**src/rtl/b64d_pkg.sv**
```systemverilog
// b64d_pkg: shared types, character constants and symbol lookup for the
// base64 stream decoder. No dependencies.
package b64d_pkg;

  localparam logic [7:0] CH_NUL = 8'h00;
  localparam logic [7:0] CH_CR  = 8'h0D;
  localparam logic [7:0] CH_LF  = 8'h0A;
  localparam logic [7:0] CH_PAD = 8'h3D;  // '='
  localparam logic [7:0] CH_PLUS  = 8'h2B;
  localparam logic [7:0] CH_SLASH = 8'h2F;

  typedef enum logic [1:0] {
    SYM_DATA,
    SYM_PAD,
    SYM_SKIP,
    SYM_END
  } b64d_kind_t;

  typedef struct packed {
    b64d_kind_t  kind;
    logic [5:0]  value;
  } b64d_sym_t;

  // One decoded result headed for the output register.
  typedef struct packed {
    logic        valid;
    logic        ins_cr;   // emit a CR ahead of data
    logic [7:0]  data;
    logic        eom;
  } b64d_res_t;

  function automatic b64d_sym_t b64d_lookup(input logic [7:0] ch);
    b64d_sym_t s;
    s.kind  = SYM_SKIP;
    s.value = 6'd0;
    if (ch == CH_NUL) begin
      s.kind = SYM_END;
    end else if (ch inside {[8'h41:8'h5A]}) begin
      s.kind  = SYM_DATA;
      s.value = 6'(ch - 8'h41);
    end else if (ch inside {[8'h61:8'h7A]}) begin
      s.kind  = SYM_DATA;
      s.value = 6'(ch - 8'h61 + 8'd26);
    end else if (ch inside {[8'h30:8'h39]}) begin
      s.kind  = SYM_DATA;
      s.value = 6'(ch - 8'h30 + 8'd52);
    end else if (ch == CH_PLUS) begin
      s.kind  = SYM_DATA;
      s.value = 6'd62;
    end else if (ch == CH_SLASH) begin
      s.kind  = SYM_DATA;
      s.value = 6'd63;
    end else if (ch == CH_PAD) begin
      s.kind = SYM_PAD;
    end
    return s;
  endfunction

endpackage

```
**src/rtl/b64d_if.sv**
```systemverilog
// b64d_char_if / b64d_byte_if: valid/ready channels for the decoder.
// Depends on nothing.
interface b64d_char_if;
  logic       valid;
  logic       ready;
  logic [7:0] in_char;

  modport source (output valid, output in_char, input ready);
  modport sink   (input valid, input in_char, output ready);
endinterface

interface b64d_byte_if;
  logic       valid;
  logic       ready;
  logic [7:0] out_byte;
  logic       end_of_message;
  logic       last_in_run;

  modport source (output valid, output out_byte, output end_of_message,
                  output last_in_run, input ready);
  modport sink   (input valid, input out_byte, input end_of_message,
                  input last_in_run, output ready);
endinterface

```
**src/rtl/b64d_decode.sv**
```systemverilog
// b64d_decode: input register, group state and symbol-to-byte decode.
// Depends on b64d_pkg and b64d_char_if.
module b64d_decode (
  input  logic                clk,
  input  logic                rst,
  input  logic                crlf_mode,
  b64d_char_if.sink           chars,
  input  logic                res_ready,
  output b64d_pkg::b64d_res_t res
);
  import b64d_pkg::*;

  logic       a_valid;
  logic [7:0] a_char;
  logic [1:0] group_position;
  logic [5:0] carry_bits;
  logic       previous_was_cr;
  logic       stopped;

  b64d_sym_t  sym;
  logic [7:0] byte_val;
  logic       emits;
  logic       take;

  assign sym = b64d_lookup(a_char);

  always_comb begin
    case (group_position)
      2'd1:    byte_val = {carry_bits, sym.value[5:4]};
      2'd2:    byte_val = {carry_bits[3:0], sym.value[5:2]};
      2'd3:    byte_val = {carry_bits[1:0], sym.value};
      default: byte_val = 8'd0;
    endcase
  end

  assign emits = !stopped && sym.kind == SYM_DATA && group_position != 2'd0;

  always_comb begin
    res.valid  = a_valid && (sym.kind == SYM_END || emits);
    res.eom    = sym.kind == SYM_END;
    res.data   = res.eom ? CH_NUL : byte_val;
    res.ins_cr = !res.eom && crlf_mode && byte_val == CH_LF && !previous_was_cr;
  end

  // A char that yields nothing never waits on the output side.
  assign take        = a_valid && (!res.valid || res_ready);
  assign chars.ready = !a_valid || take;

  always_ff @(posedge clk) begin
    if (rst) begin
      a_valid <= 1'b0;
    end else if (chars.ready) begin
      a_valid <= chars.valid;
    end
  end

  always_ff @(posedge clk) begin
    if (chars.ready && chars.valid) begin
      a_char <= chars.in_char;
    end
  end

  always_ff @(posedge clk) begin
    if (rst) begin
      group_position  <= 2'd0;
      carry_bits      <= 6'd0;
      previous_was_cr <= 1'b0;
      stopped         <= 1'b0;
    end else if (take) begin
      if (sym.kind == SYM_END) begin
        group_position  <= 2'd0;
        carry_bits      <= 6'd0;
        previous_was_cr <= 1'b0;
        stopped         <= 1'b0;
      end else if (!stopped && sym.kind == SYM_PAD) begin
        if (group_position >= 2'd2) begin
          stopped <= 1'b1;
        end
      end else if (!stopped && sym.kind == SYM_DATA) begin
        group_position <= group_position + 2'd1;
        case (group_position)
          2'd0:    carry_bits <= sym.value;
          2'd1:    carry_bits <= {2'b00, sym.value[3:0]};
          2'd2:    carry_bits <= {4'b0000, sym.value[1:0]};
          default: carry_bits <= 6'd0;
        endcase
        if (group_position != 2'd0) begin
          previous_was_cr <= byte_val == CH_CR;
        end
      end
    end
  end

  a_end_clears: assert property (@(posedge clk) disable iff (rst)
    take && sym.kind == SYM_END |=> group_position == 2'd0 && !stopped && !previous_was_cr)
    else $error("end of message did not clear decoder state");

  a_group_wrap: assert property (@(posedge clk) disable iff (rst)
    take && emits && group_position == 2'd3 |=> group_position == 2'd0 && carry_bits == 6'd0)
    else $error("group did not wrap after fourth symbol");

  a_cr_only_for_lf: assert property (@(posedge clk) disable iff (rst)
    res.valid && res.ins_cr |-> res.data == CH_LF && crlf_mode)
    else $error("CR insertion requested for a byte other than LF");

endmodule

```
**src/rtl/b64d_out.sv**
```systemverilog
// b64d_out: result register; plays out an inserted CR before its LF.
// Depends on b64d_pkg and b64d_byte_if.
module b64d_out (
  input  logic                clk,
  input  logic                rst,
  input  b64d_pkg::b64d_res_t res,
  output logic                res_ready,
  b64d_byte_if.source         bytes
);
  import b64d_pkg::*;

  logic       b_valid;
  logic       b_cr;
  logic [7:0] b_byte;
  logic       b_eom;

  assign res_ready = !b_valid || (bytes.ready && !b_cr);

  assign bytes.valid          = b_valid;
  assign bytes.out_byte       = b_cr ? CH_CR : b_byte;
  assign bytes.end_of_message = !b_cr && b_eom;
  assign bytes.last_in_run    = !b_cr;

  always_ff @(posedge clk) begin
    if (rst) begin
      b_valid <= 1'b0;
      b_cr    <= 1'b0;
    end else if (res_ready && res.valid) begin
      b_valid <= 1'b1;
      b_cr    <= res.ins_cr;
    end else if (b_valid && bytes.ready) begin
      // drop the pending CR first, then the byte itself
      if (b_cr) begin
        b_cr <= 1'b0;
      end else begin
        b_valid <= 1'b0;
      end
    end
  end

  always_ff @(posedge clk) begin
    if (res_ready && res.valid) begin
      b_byte <= res.data;
      b_eom  <= res.eom;
    end
  end

  a_cr_needs_valid: assert property (@(posedge clk) disable iff (rst)
    b_cr |-> b_valid)
    else $error("pending CR without a held result");

  a_cr_then_lf: assert property (@(posedge clk) disable iff (rst)
    b_valid && b_cr && bytes.ready |=> b_valid && !b_cr && bytes.out_byte == CH_LF)
    else $error("inserted CR not followed by LF");

  a_no_load_over_cr: assert property (@(posedge clk) disable iff (rst)
    b_cr |-> !res_ready)
    else $error("new result accepted while CR still pending");

endmodule

```
**src/rtl/base64_stream_decoder.sv**
```systemverilog
// Base64 stream decoder: one character in, up to two bytes out.
// A character passes the input register, then the result register, to the output.
// Throughput: one character per cycle while the output takes each byte; a character
// that inserts a CR holds the single result register until its CR and LF are taken.
// Reset (rst, synchronous) clears group state, the stop flag and crlf_mode.
// Depends on b64d_pkg, b64d_if, b64d_decode and b64d_out.
module base64_stream_decoder (
  input  logic        clk,
  input  logic        rst,
  input  logic        cfg_we,
  input  logic        cfg_wdata,
  b64d_char_if.sink   char_stream,
  b64d_byte_if.source byte_stream
);
  import b64d_pkg::*;

  logic      crlf_mode;
  b64d_res_t res;
  logic      res_ready;

  always_ff @(posedge clk) begin
    if (rst) begin
      crlf_mode <= 1'b0;
    end else if (cfg_we) begin
      crlf_mode <= cfg_wdata;
    end
  end

  b64d_decode u_decode (
    .clk       (clk),
    .rst       (rst),
    .crlf_mode (crlf_mode),
    .chars     (char_stream),
    .res_ready (res_ready),
    .res       (res)
  );

  b64d_out u_out (
    .clk       (clk),
    .rst       (rst),
    .res       (res),
    .res_ready (res_ready),
    .bytes     (byte_stream)
  );

endmodule
```
**src/flat_wrapper.sv**
```systemverilog
// flat-port wrapper written by rule: the top's interface ports become plain ports
module base64_stream_decoder_flat import b64d_pkg::*;
  (clk, rst, cfg_we, cfg_wdata, char_stream_valid, char_stream_in_char, char_stream_ready, byte_stream_valid, byte_stream_out_byte, byte_stream_end_of_message, byte_stream_last_in_run, byte_stream_ready);
  b64d_char_if char_stream_i ();
  b64d_byte_if byte_stream_i ();
  input  logic clk;
  input  logic rst;
  input  logic cfg_we;
  input  logic cfg_wdata;
  input wire logic [$bits(char_stream_i.valid)-1:0] char_stream_valid;
  input wire logic [$bits(char_stream_i.in_char)-1:0] char_stream_in_char;
  output wire logic [$bits(char_stream_i.ready)-1:0] char_stream_ready;
  output wire logic [$bits(byte_stream_i.valid)-1:0] byte_stream_valid;
  output wire logic [$bits(byte_stream_i.out_byte)-1:0] byte_stream_out_byte;
  output wire logic [$bits(byte_stream_i.end_of_message)-1:0] byte_stream_end_of_message;
  output wire logic [$bits(byte_stream_i.last_in_run)-1:0] byte_stream_last_in_run;
  input wire logic [$bits(byte_stream_i.ready)-1:0] byte_stream_ready;
  assign char_stream_i.valid = char_stream_valid;
  assign char_stream_i.in_char = char_stream_in_char;
  assign char_stream_ready = char_stream_i.ready;
  assign byte_stream_valid = byte_stream_i.valid;
  assign byte_stream_out_byte = byte_stream_i.out_byte;
  assign byte_stream_end_of_message = byte_stream_i.end_of_message;
  assign byte_stream_last_in_run = byte_stream_i.last_in_run;
  assign byte_stream_i.ready = byte_stream_ready;
  base64_stream_decoder u_core (.clk(clk), .rst(rst), .cfg_we(cfg_we), .cfg_wdata(cfg_wdata), .char_stream(char_stream_i), .byte_stream(byte_stream_i));
endmodule
```
**config.mk**
```make
export PLATFORM = sky130hd
export DESIGN_NAME = base64_stream_decoder_flat
export DESIGN_NICKNAME = d
export VERILOG_FILES = /design/src/rtl/b64d_pkg.sv /design/src/rtl/b64d_if.sv /design/src/rtl/b64d_decode.sv /design/src/rtl/b64d_out.sv /design/src/rtl/base64_stream_decoder.sv /design/src/flat_wrapper.sv
export SDC_FILE = /design/constraint.sdc
export NUM_CORES = 1
export LEC_CHECK = 0
export BUFFER_PORTS_ARGS = -buffer_cell sky130_fd_sc_hd__buf_4
export CAP_MARGIN = 20
export CELL_PAD_IN_SITES_DETAIL_PLACEMENT = 1
export CELL_PAD_IN_SITES_GLOBAL_PLACEMENT = 2
export CORE_ASPECT_RATIO = 0.5
export CORE_MARGIN = 2
export CORE_UTILIZATION = 36
export CTS_BUF_LIST = sky130_fd_sc_hd__clkbuf_4 sky130_fd_sc_hd__clkbuf_8 sky130_fd_sc_hd__clkbuf_16
export CTS_CLUSTER_DIAMETER = 150
export DETAILED_ROUTE_END_ITERATION = 8
export PLACE_DENSITY_LB_ADDON = 0.1
export SYNTH_ARGS = -nofsm -noshare
export SYNTH_HDL_FRONTEND = slang
export SYNTH_SLANG_ARGS = --single-unit
```
**constraint.sdc**
```tcl
create_clock -name clk -period 3.9 [get_ports clk]
set_input_delay 0.585 -clock clk [delete_from_list [all_inputs] [get_ports clk]]
set_output_delay 0.585 -clock clk [all_outputs]
set_load 0.03 [all_outputs]
```
; ---- Yosys cells after proc, flatten, opt, wreduce, memory -nomap -nowiden
; Cells that the tools add are included.
; Widths: inputs -> output; s select.
[word_totals]
ff_bits = 31
input_bits = 14
out_inout_bits = 12
wordCells = 106
[op_classes]
addsub = 6
n_lt_le_gt_ge = 7
eq_ne = 12
muxes = 30
reduce_logical = 40
[ops]
columns = operator, count
row1 = $mux 8, 5
row2 = $mux 6, 5
row3 = $eq 8x6->1 const B, 3
row4 = $pmux 8 s3, 1
row5 = $pmux 6 s3, 1
row6 = $eq 8x4->1 const B, 2
row7 = $ge 8x7->1 const B, 2
row8 = $le 8x7->1 const B, 2
row9 = $logic_and 1x1->1, 16
row10 = $mux 1, 12
row11 = $mux 2, 6
row12 = $reduce_bool 2->1, 6
row13 = $sub 6x6->6 const B, 2
row14 = $ge 8x6->1 const B, 1
row15 = $le 8x6->1 const B, 1
row16 = $logic_not 8->1, 1
row17 = $logic_not 1->1, 7
row18 = $add 6x5->6 const B, 1
row19 = $add 6x6->6 const B, 1
row20 = $eq 2x2->1 const B, 3
row21 = $reduce_and 3->1, 2
row22 = $sub 6x1->6 const B, 1
row23 = $eq 2x1->1 const B, 2
row24 = $logic_not 2->1, 2
row25 = other kinds (7), 10

; ---- Longest topological paths before layout
[depth]
word_depth = 18
ltp_mapped = 11
ltp_nobuf = 10

; ---- Hierarchy
; Synthesis repeated with hierarchy kept, for this count alone.
[hier_totals]
cells_unflattened = 240
area_unflattened_um2 = 2225.9
[modules_own_cells]
columns = mod, n_inst, cells_each, area_each_um2, seq_area_each_um2
row1 = b64d_decode, 1, 205, 1754.2, 460.4
row2 = b64d_out, 1, 32, 437.9, 310.3
row3 = base64_stream_decoder, 1, 3, 33.8, 20.0

; ---- Worst setup path after synthesis
; OpenSTA, ideal clock, no wires.
[synth_timing]
path_kind = flip-flop to flip-flop
start = reg u_core.u_decode.a_char[2]
end = reg u_core.u_decode.a_char[0], enable pin
setup_time_ps = 375
arrival_ps = 2616
required_ps = 3525
path_slack_ps = 909
path_stages_with_launch = 11
n_path_buf = 2
period_less_slack_ps = 2991
cell_sequence = edfxtp_1 -> clkbuf_2 -> inv_1 -> ha_1 -> a21o_1 -> o2111ai_1 -> a221oi_1 -> o31ai_1 -> and2_1 -> clkbuf_1 -> a21oi_1
[synth_between]
elab_chain_len = 18
word_cells_on_any_way = 31
classes_between = order compare: 6 / eq/ne: 4 / mux: 7 / reduce/logical: 14
[synth_rtl]
columns = item, line
row1 = start: declaration, b64d_decode.sv:14  ; logic [7:0] a_char;
row2 = start signal: assignment, b64d_decode.sv:59  ; a_char <= chars.in_char;
row3 = $eq 8x6->1, b64d_pkg.sv:53  ; end else if (ch == CH_PAD) begin
row4 = $mux 2, b64d_pkg.sv:53
row5 = $mux 2, b64d_pkg.sv:50  ; end else if (ch == CH_SLASH) begin
row6 = $mux 8, b64d_pkg.sv:47  ; end else if (ch == CH_PLUS) begin
row7 = $mux 8, b64d_pkg.sv:44  ; end else if (ch inside {[8'h30:8'h39]}) begin
row8 = $mux 8, b64d_pkg.sv:41  ; end else if (ch inside {[8'h61:8'h7A]}) begin
row9 = $mux 8, b64d_pkg.sv:38  ; end else if (ch inside {[8'h41:8'h5A]}) begin
row10 = $mux 2 (*), b64d_pkg.sv:36  ; if (ch == CH_NUL) begin
row11 = $logic_not 2->1, b64d_decode.sv:36  ; assign emits = !stopped && sym.kind == SYM_DATA && group_position != 2'd0;
row12 = $logic_and 1x1->1 (2 in series), b64d_decode.sv:36
row13 = $logic_or 1x1->1 (*), b64d_decode.sv:39  ; res.valid = a_valid && (sym.kind == SYM_END || emits);
row14 = $logic_and 1x1->1 (*), b64d_decode.sv:39
row15 = $logic_not 1->1 (*), b64d_decode.sv:46  ; assign take = a_valid && (!res.valid || res_ready);
row16 = $logic_or 1x1->1 (*), b64d_decode.sv:46
row17 = $logic_and 1x1->1 (*), b64d_decode.sv:46
row18 = $logic_or 1x1->1 (*), b64d_decode.sv:47  ; assign chars.ready = !a_valid || take;
row19 = $logic_and 1x1->1 (*), b64d_decode.sv:58  ; if (chars.ready && chars.valid) begin
; Every way passes the cells marked *; elsewhere a longest branch is shown, timed or not.
; A chain may end at the register's enable or synchronous reset.

; ---- Worst setup path in the final report
[layout_timing]
start = reg u_core.u_decode.a_char[2]
end = out char_stream_ready
[layout_between]
elab_chain_len = 17
word_cells_on_any_way = 30
classes_between = order compare: 6 / eq/ne: 4 / mux: 7 / reduce/logical: 13
[layout_rtl]
columns = item, line
row1 = $eq 8x6->1, b64d_pkg.sv:53
row2 = $mux 2, b64d_pkg.sv:53
row3 = $mux 2, b64d_pkg.sv:50
row4 = $mux 8, b64d_pkg.sv:47
row5 = $mux 8, b64d_pkg.sv:44
row6 = $mux 8, b64d_pkg.sv:41
row7 = $mux 8, b64d_pkg.sv:38
row8 = $mux 2 (*), b64d_pkg.sv:36
row9 = $logic_not 2->1, b64d_decode.sv:36
row10 = $logic_and 1x1->1 (2 in series), b64d_decode.sv:36
row11 = $logic_or 1x1->1 (*), b64d_decode.sv:39
row12 = $logic_and 1x1->1 (*), b64d_decode.sv:39
row13 = $logic_not 1->1 (*), b64d_decode.sv:46
row14 = $logic_or 1x1->1 (*), b64d_decode.sv:46
row15 = $logic_and 1x1->1 (*), b64d_decode.sv:46
row16 = $logic_or 1x1->1 (*), b64d_decode.sv:47
row17 = end: declaration, flat_wrapper.sv:12  ; output wire logic [$bits(char_stream_i.ready)-1:0] char_stream_ready;
; Marks and branches as above.

==> results.txt <==
Status = finished clean
Layout area overhead = 18.8%
Final WL = 7100 µm
Synth top area cells = edfxtp_1, dfxtp_1, ha_1, nand2_1, nor2_1
Filler instances = 750
Tightest slew margin relative to the limit = 0.629
Endpoints failing hold = 0
Die area = 7170 µm²
Setup TNS Final = 0 ns
Net count after synthesis = 290
Width of the die = 118 µm
Clock Sinks = 31
Crit path depth = 9
Flop pwr share = 0.375
NumNets Final = 313
Vias in the first global route = 2140
Largest family of logic cells by synthesized area = simple AND/OR/NAND/NOR gates
Post-synthesis mux area share = 0.0134
Pwr/cell area = 360 nW/µm²
Skew final = 0.00344 ns
Asr flop ratio synth = 0
First drt pass iteration count = 4
Power share of the combinational group = 0.148
Sequential cell area = 791 µm²
Grt total ovfl = 0
Starting density of the core = 0.379
Overall power = 997 µW
Final period util = 0.929
Peak supply drop = 0.157 mV
Ant diodes = 0
Clock share of power = 0.477
Clk_lat worst skew = 0.29 ns
Register area share after synthesis = 0.339
Pint = 732 µW
Fmax = 276 MHz
Xor and xnor area share after synthesis = 0.00376
RSZ-0062 raised after global routing = no
Count of state elements after synthesis = 31
First-pass GRT wire length = 11400 µm
CTS tree = done
Commonest non-fill, non-tap cell in the layout = buf_4
Dpl hpwl = 5360 µm
CTS Buf Count = 5
Type of the worst min-delay path = in -> reg
CP delay by family, top = compound AO/OA/AOI/OAI gates
Max cap viols = 0
Setup repair bufs after CTS = 0
Total track usage = 0.211
Core area = 6160 µm²
Slowest-stage cell, CP = edfxtp_1
Mean post-synth cell area = 8.90 µm²
Vias/cell = 5.68
Ys Warns = 0
Worst hold slack = 0.469 ns
RD Place Congestion = 0.944
Post-synth top area share = 0.219
Die height = 60.9 µm
Multi-input gate area = 1420 µm²
CP bufs+invs = 2
EDFF count, synth = 17
Largest net degree at the start of global routing = 15
Switching part of the total = 0.266
NetSw = 265 µW
Most frequent cells in the layout = buf_4, nand2_1, nor2_1
CP endpoint kind = primary output
Synth unique cells = 71
Worst path cell trace = inv_1 > ha_1 > a21o_1 > o2111ai_2 > a221oi_1 > o31ai_1 > and2_1 > nand2_1 > buf_4
Drt wl/cell = 19.0 µm
# rows = 20
IO Count = 26
Simple-Gate Fraction of Synth Area = 0.273
Reg2Reg Setup Slack = 0.52 ns
Primary FF master, synth = edfxtp_1
DRC Markers = 0
CP Launch Type = register
Root Driver = clkbuf_16
Critical path arrival = 3.04 ns
Fraction of layout cells with a size suffix above 1 = 0.213
H-tree levels = 2
Initial antenna violation count = 0
WP data required = 3.31 ns
Clock Pin Slew Worst Setup and Hold Paths = 0.05 ns
Worst setup path category = reg -> out
Syn Std Cell Area = 2330 µm²
Via Count = 2125
CTS Buffer Depth = 2
Endpoints failing setup = 0
Final Max Tran Viols = 0
Remaining antenna violation count = 0
Leak pwr = 0.00110 µW
Port Buffers = 25
Max incr delay on CP = 0.54 ns
Post-Synth Adder-Cell Area = 0.0751
DRT iter0 DRCs = 62
Worst slew pin tran = 0.550 ns
Worst reg2reg path depth = 9
Compound-cell area share of the yosys netlist = 0.238
Tmin final = 3.62 ns
Synth area leader = edfxtp_1
Worst-path fanout max = 11
Hold Path Stages = 1
Post-Synthesis Cells = 262
-- routing by layer --
metal  track usage  vias to the layer above  routed length, µm
li1              -                     1022                  -
met3        0.0498                        7                262
met5             0                        -                  0
met4        0.0654                        0                 83
met1         0.274                     1051               3530
met2         0.360                       45               3230
-- timing repair --
| action | 4_1_cts | 5_1_grt |
|---|---|---|
| hold buffers | 0 | 0 |
| resized for setup | 0 | 2 |
| endpoints found under the hold margin | 0 | 0 |
| setup endpoints to repair | 0 | 1 |
-- worst reg2reg max path: stages, from the launching register on --
cell	delay [ns]
edfxtp_1	0.54
inv_1	0.23
ha_1	0.38
and2b_4	0.22
nor2_1	0.04
a221o_2	0.45
a2111oi_4	0.53
nor3_2	0.13
or4b_4	0.54
o31ai_2	0.23
-- synth_stat cells, types with 2 or more instances --
cell,count
nor2_1,23
edfxtp_1,17
o21a_1,2
o31ai_1,2
nand3_1,11
a31oi_1,5
inv_1,16
a311oi_1,2
ha_1,14
a22oi_1,3
and2_1,5
dfxtp_1,14
o211a_1,5
or3_1,2
a222oi_1,2
nor3_1,2
o22ai_1,3
o211ai_1,3
nand2_1,26
a221o_2,2
and3_2,2
nand4_1,5
o21ai_0,2
mux2i_1,2
nor2b_1,9
clkbuf_1,8
buf_6,3
nand2b_1,4
or2_2,4
a21oi_1,16
a22o_1,2
nor4b_1,2
o2111ai_1,3
nor3_2,2
o2111a_1,3
-- worst paths after layout --
check,start,end
max,u_core.u_decode.a_char[2],char_stream_ready
min,char_stream_in_char[2],u_core.u_decode.a_char[2]
max reg2reg,u_core.u_decode.a_char[2],u_core.u_out.b_cr
min reg2reg,u_core.u_decode.carry_bits[5],u_core.u_decode.carry_bits[5]
-- state kept, by name, summed over array words and instances (netlist names), 2 cells and up --
register                        cells
u_core.u_decode.carry_bits          6
u_core.u_decode.group_position      2
u_core.u_decode.a_char              8
u_core.u_out.b_byte                 8
-- kinds of logic (layout without fill, tap and decap cells) --
logic type	after synthesis	after routing
mux	3	3
flops	31	31
buf+inv	29	53
fa+ha+maj	14	14
simple gates	114	114
xor+xnor	1	1
compound gates	70	70
-- cell type report --
cell class,instances,area share
multi-input cells,202,0.512
flip-flops and latches,31,0.285
repair buffers,29,0.0786
clock buffers,6,0.0501
well taps,88,0.0397
inverters,16,0.0217
clock inverters,2,0.0126
-- power groups by stage --
stage | logic [µW] | registers [µW] | clock network (µW)
2_1_floorplan | 108 | 369 | 0
5_1_grt | 160 | 376 | 494
3_5_place_dp | 143 | 380 | 0
4_1_cts | 145 | 374 | 482
6_report | 148 | 374 | 476
3_3_place_gp | 143 | 379 | 0
-- stage by stage --
| stage | util | setup WS [ns] | area (µm²) | std cells |
|---|---|---|---|---|
| 4_1_cts | 0.448 | 0.198 | 2760 | 374 |
| 6_report | 0.450 | 0.279 | 2770 | 374 |
| 5_1_grt | 0.450 | 0.0267 | 2770 | 374 |
| 3_5_place_dp | 0.420 | 0.510 | 2580 | 366 |
| 3_3_place_gp | 0.420 | 0.574 | 2580 | 366 |
| 2_1_floorplan | - | 0.909 | 2330 | 262 |
No activity file was read; power rests on OpenSTA's default activity.
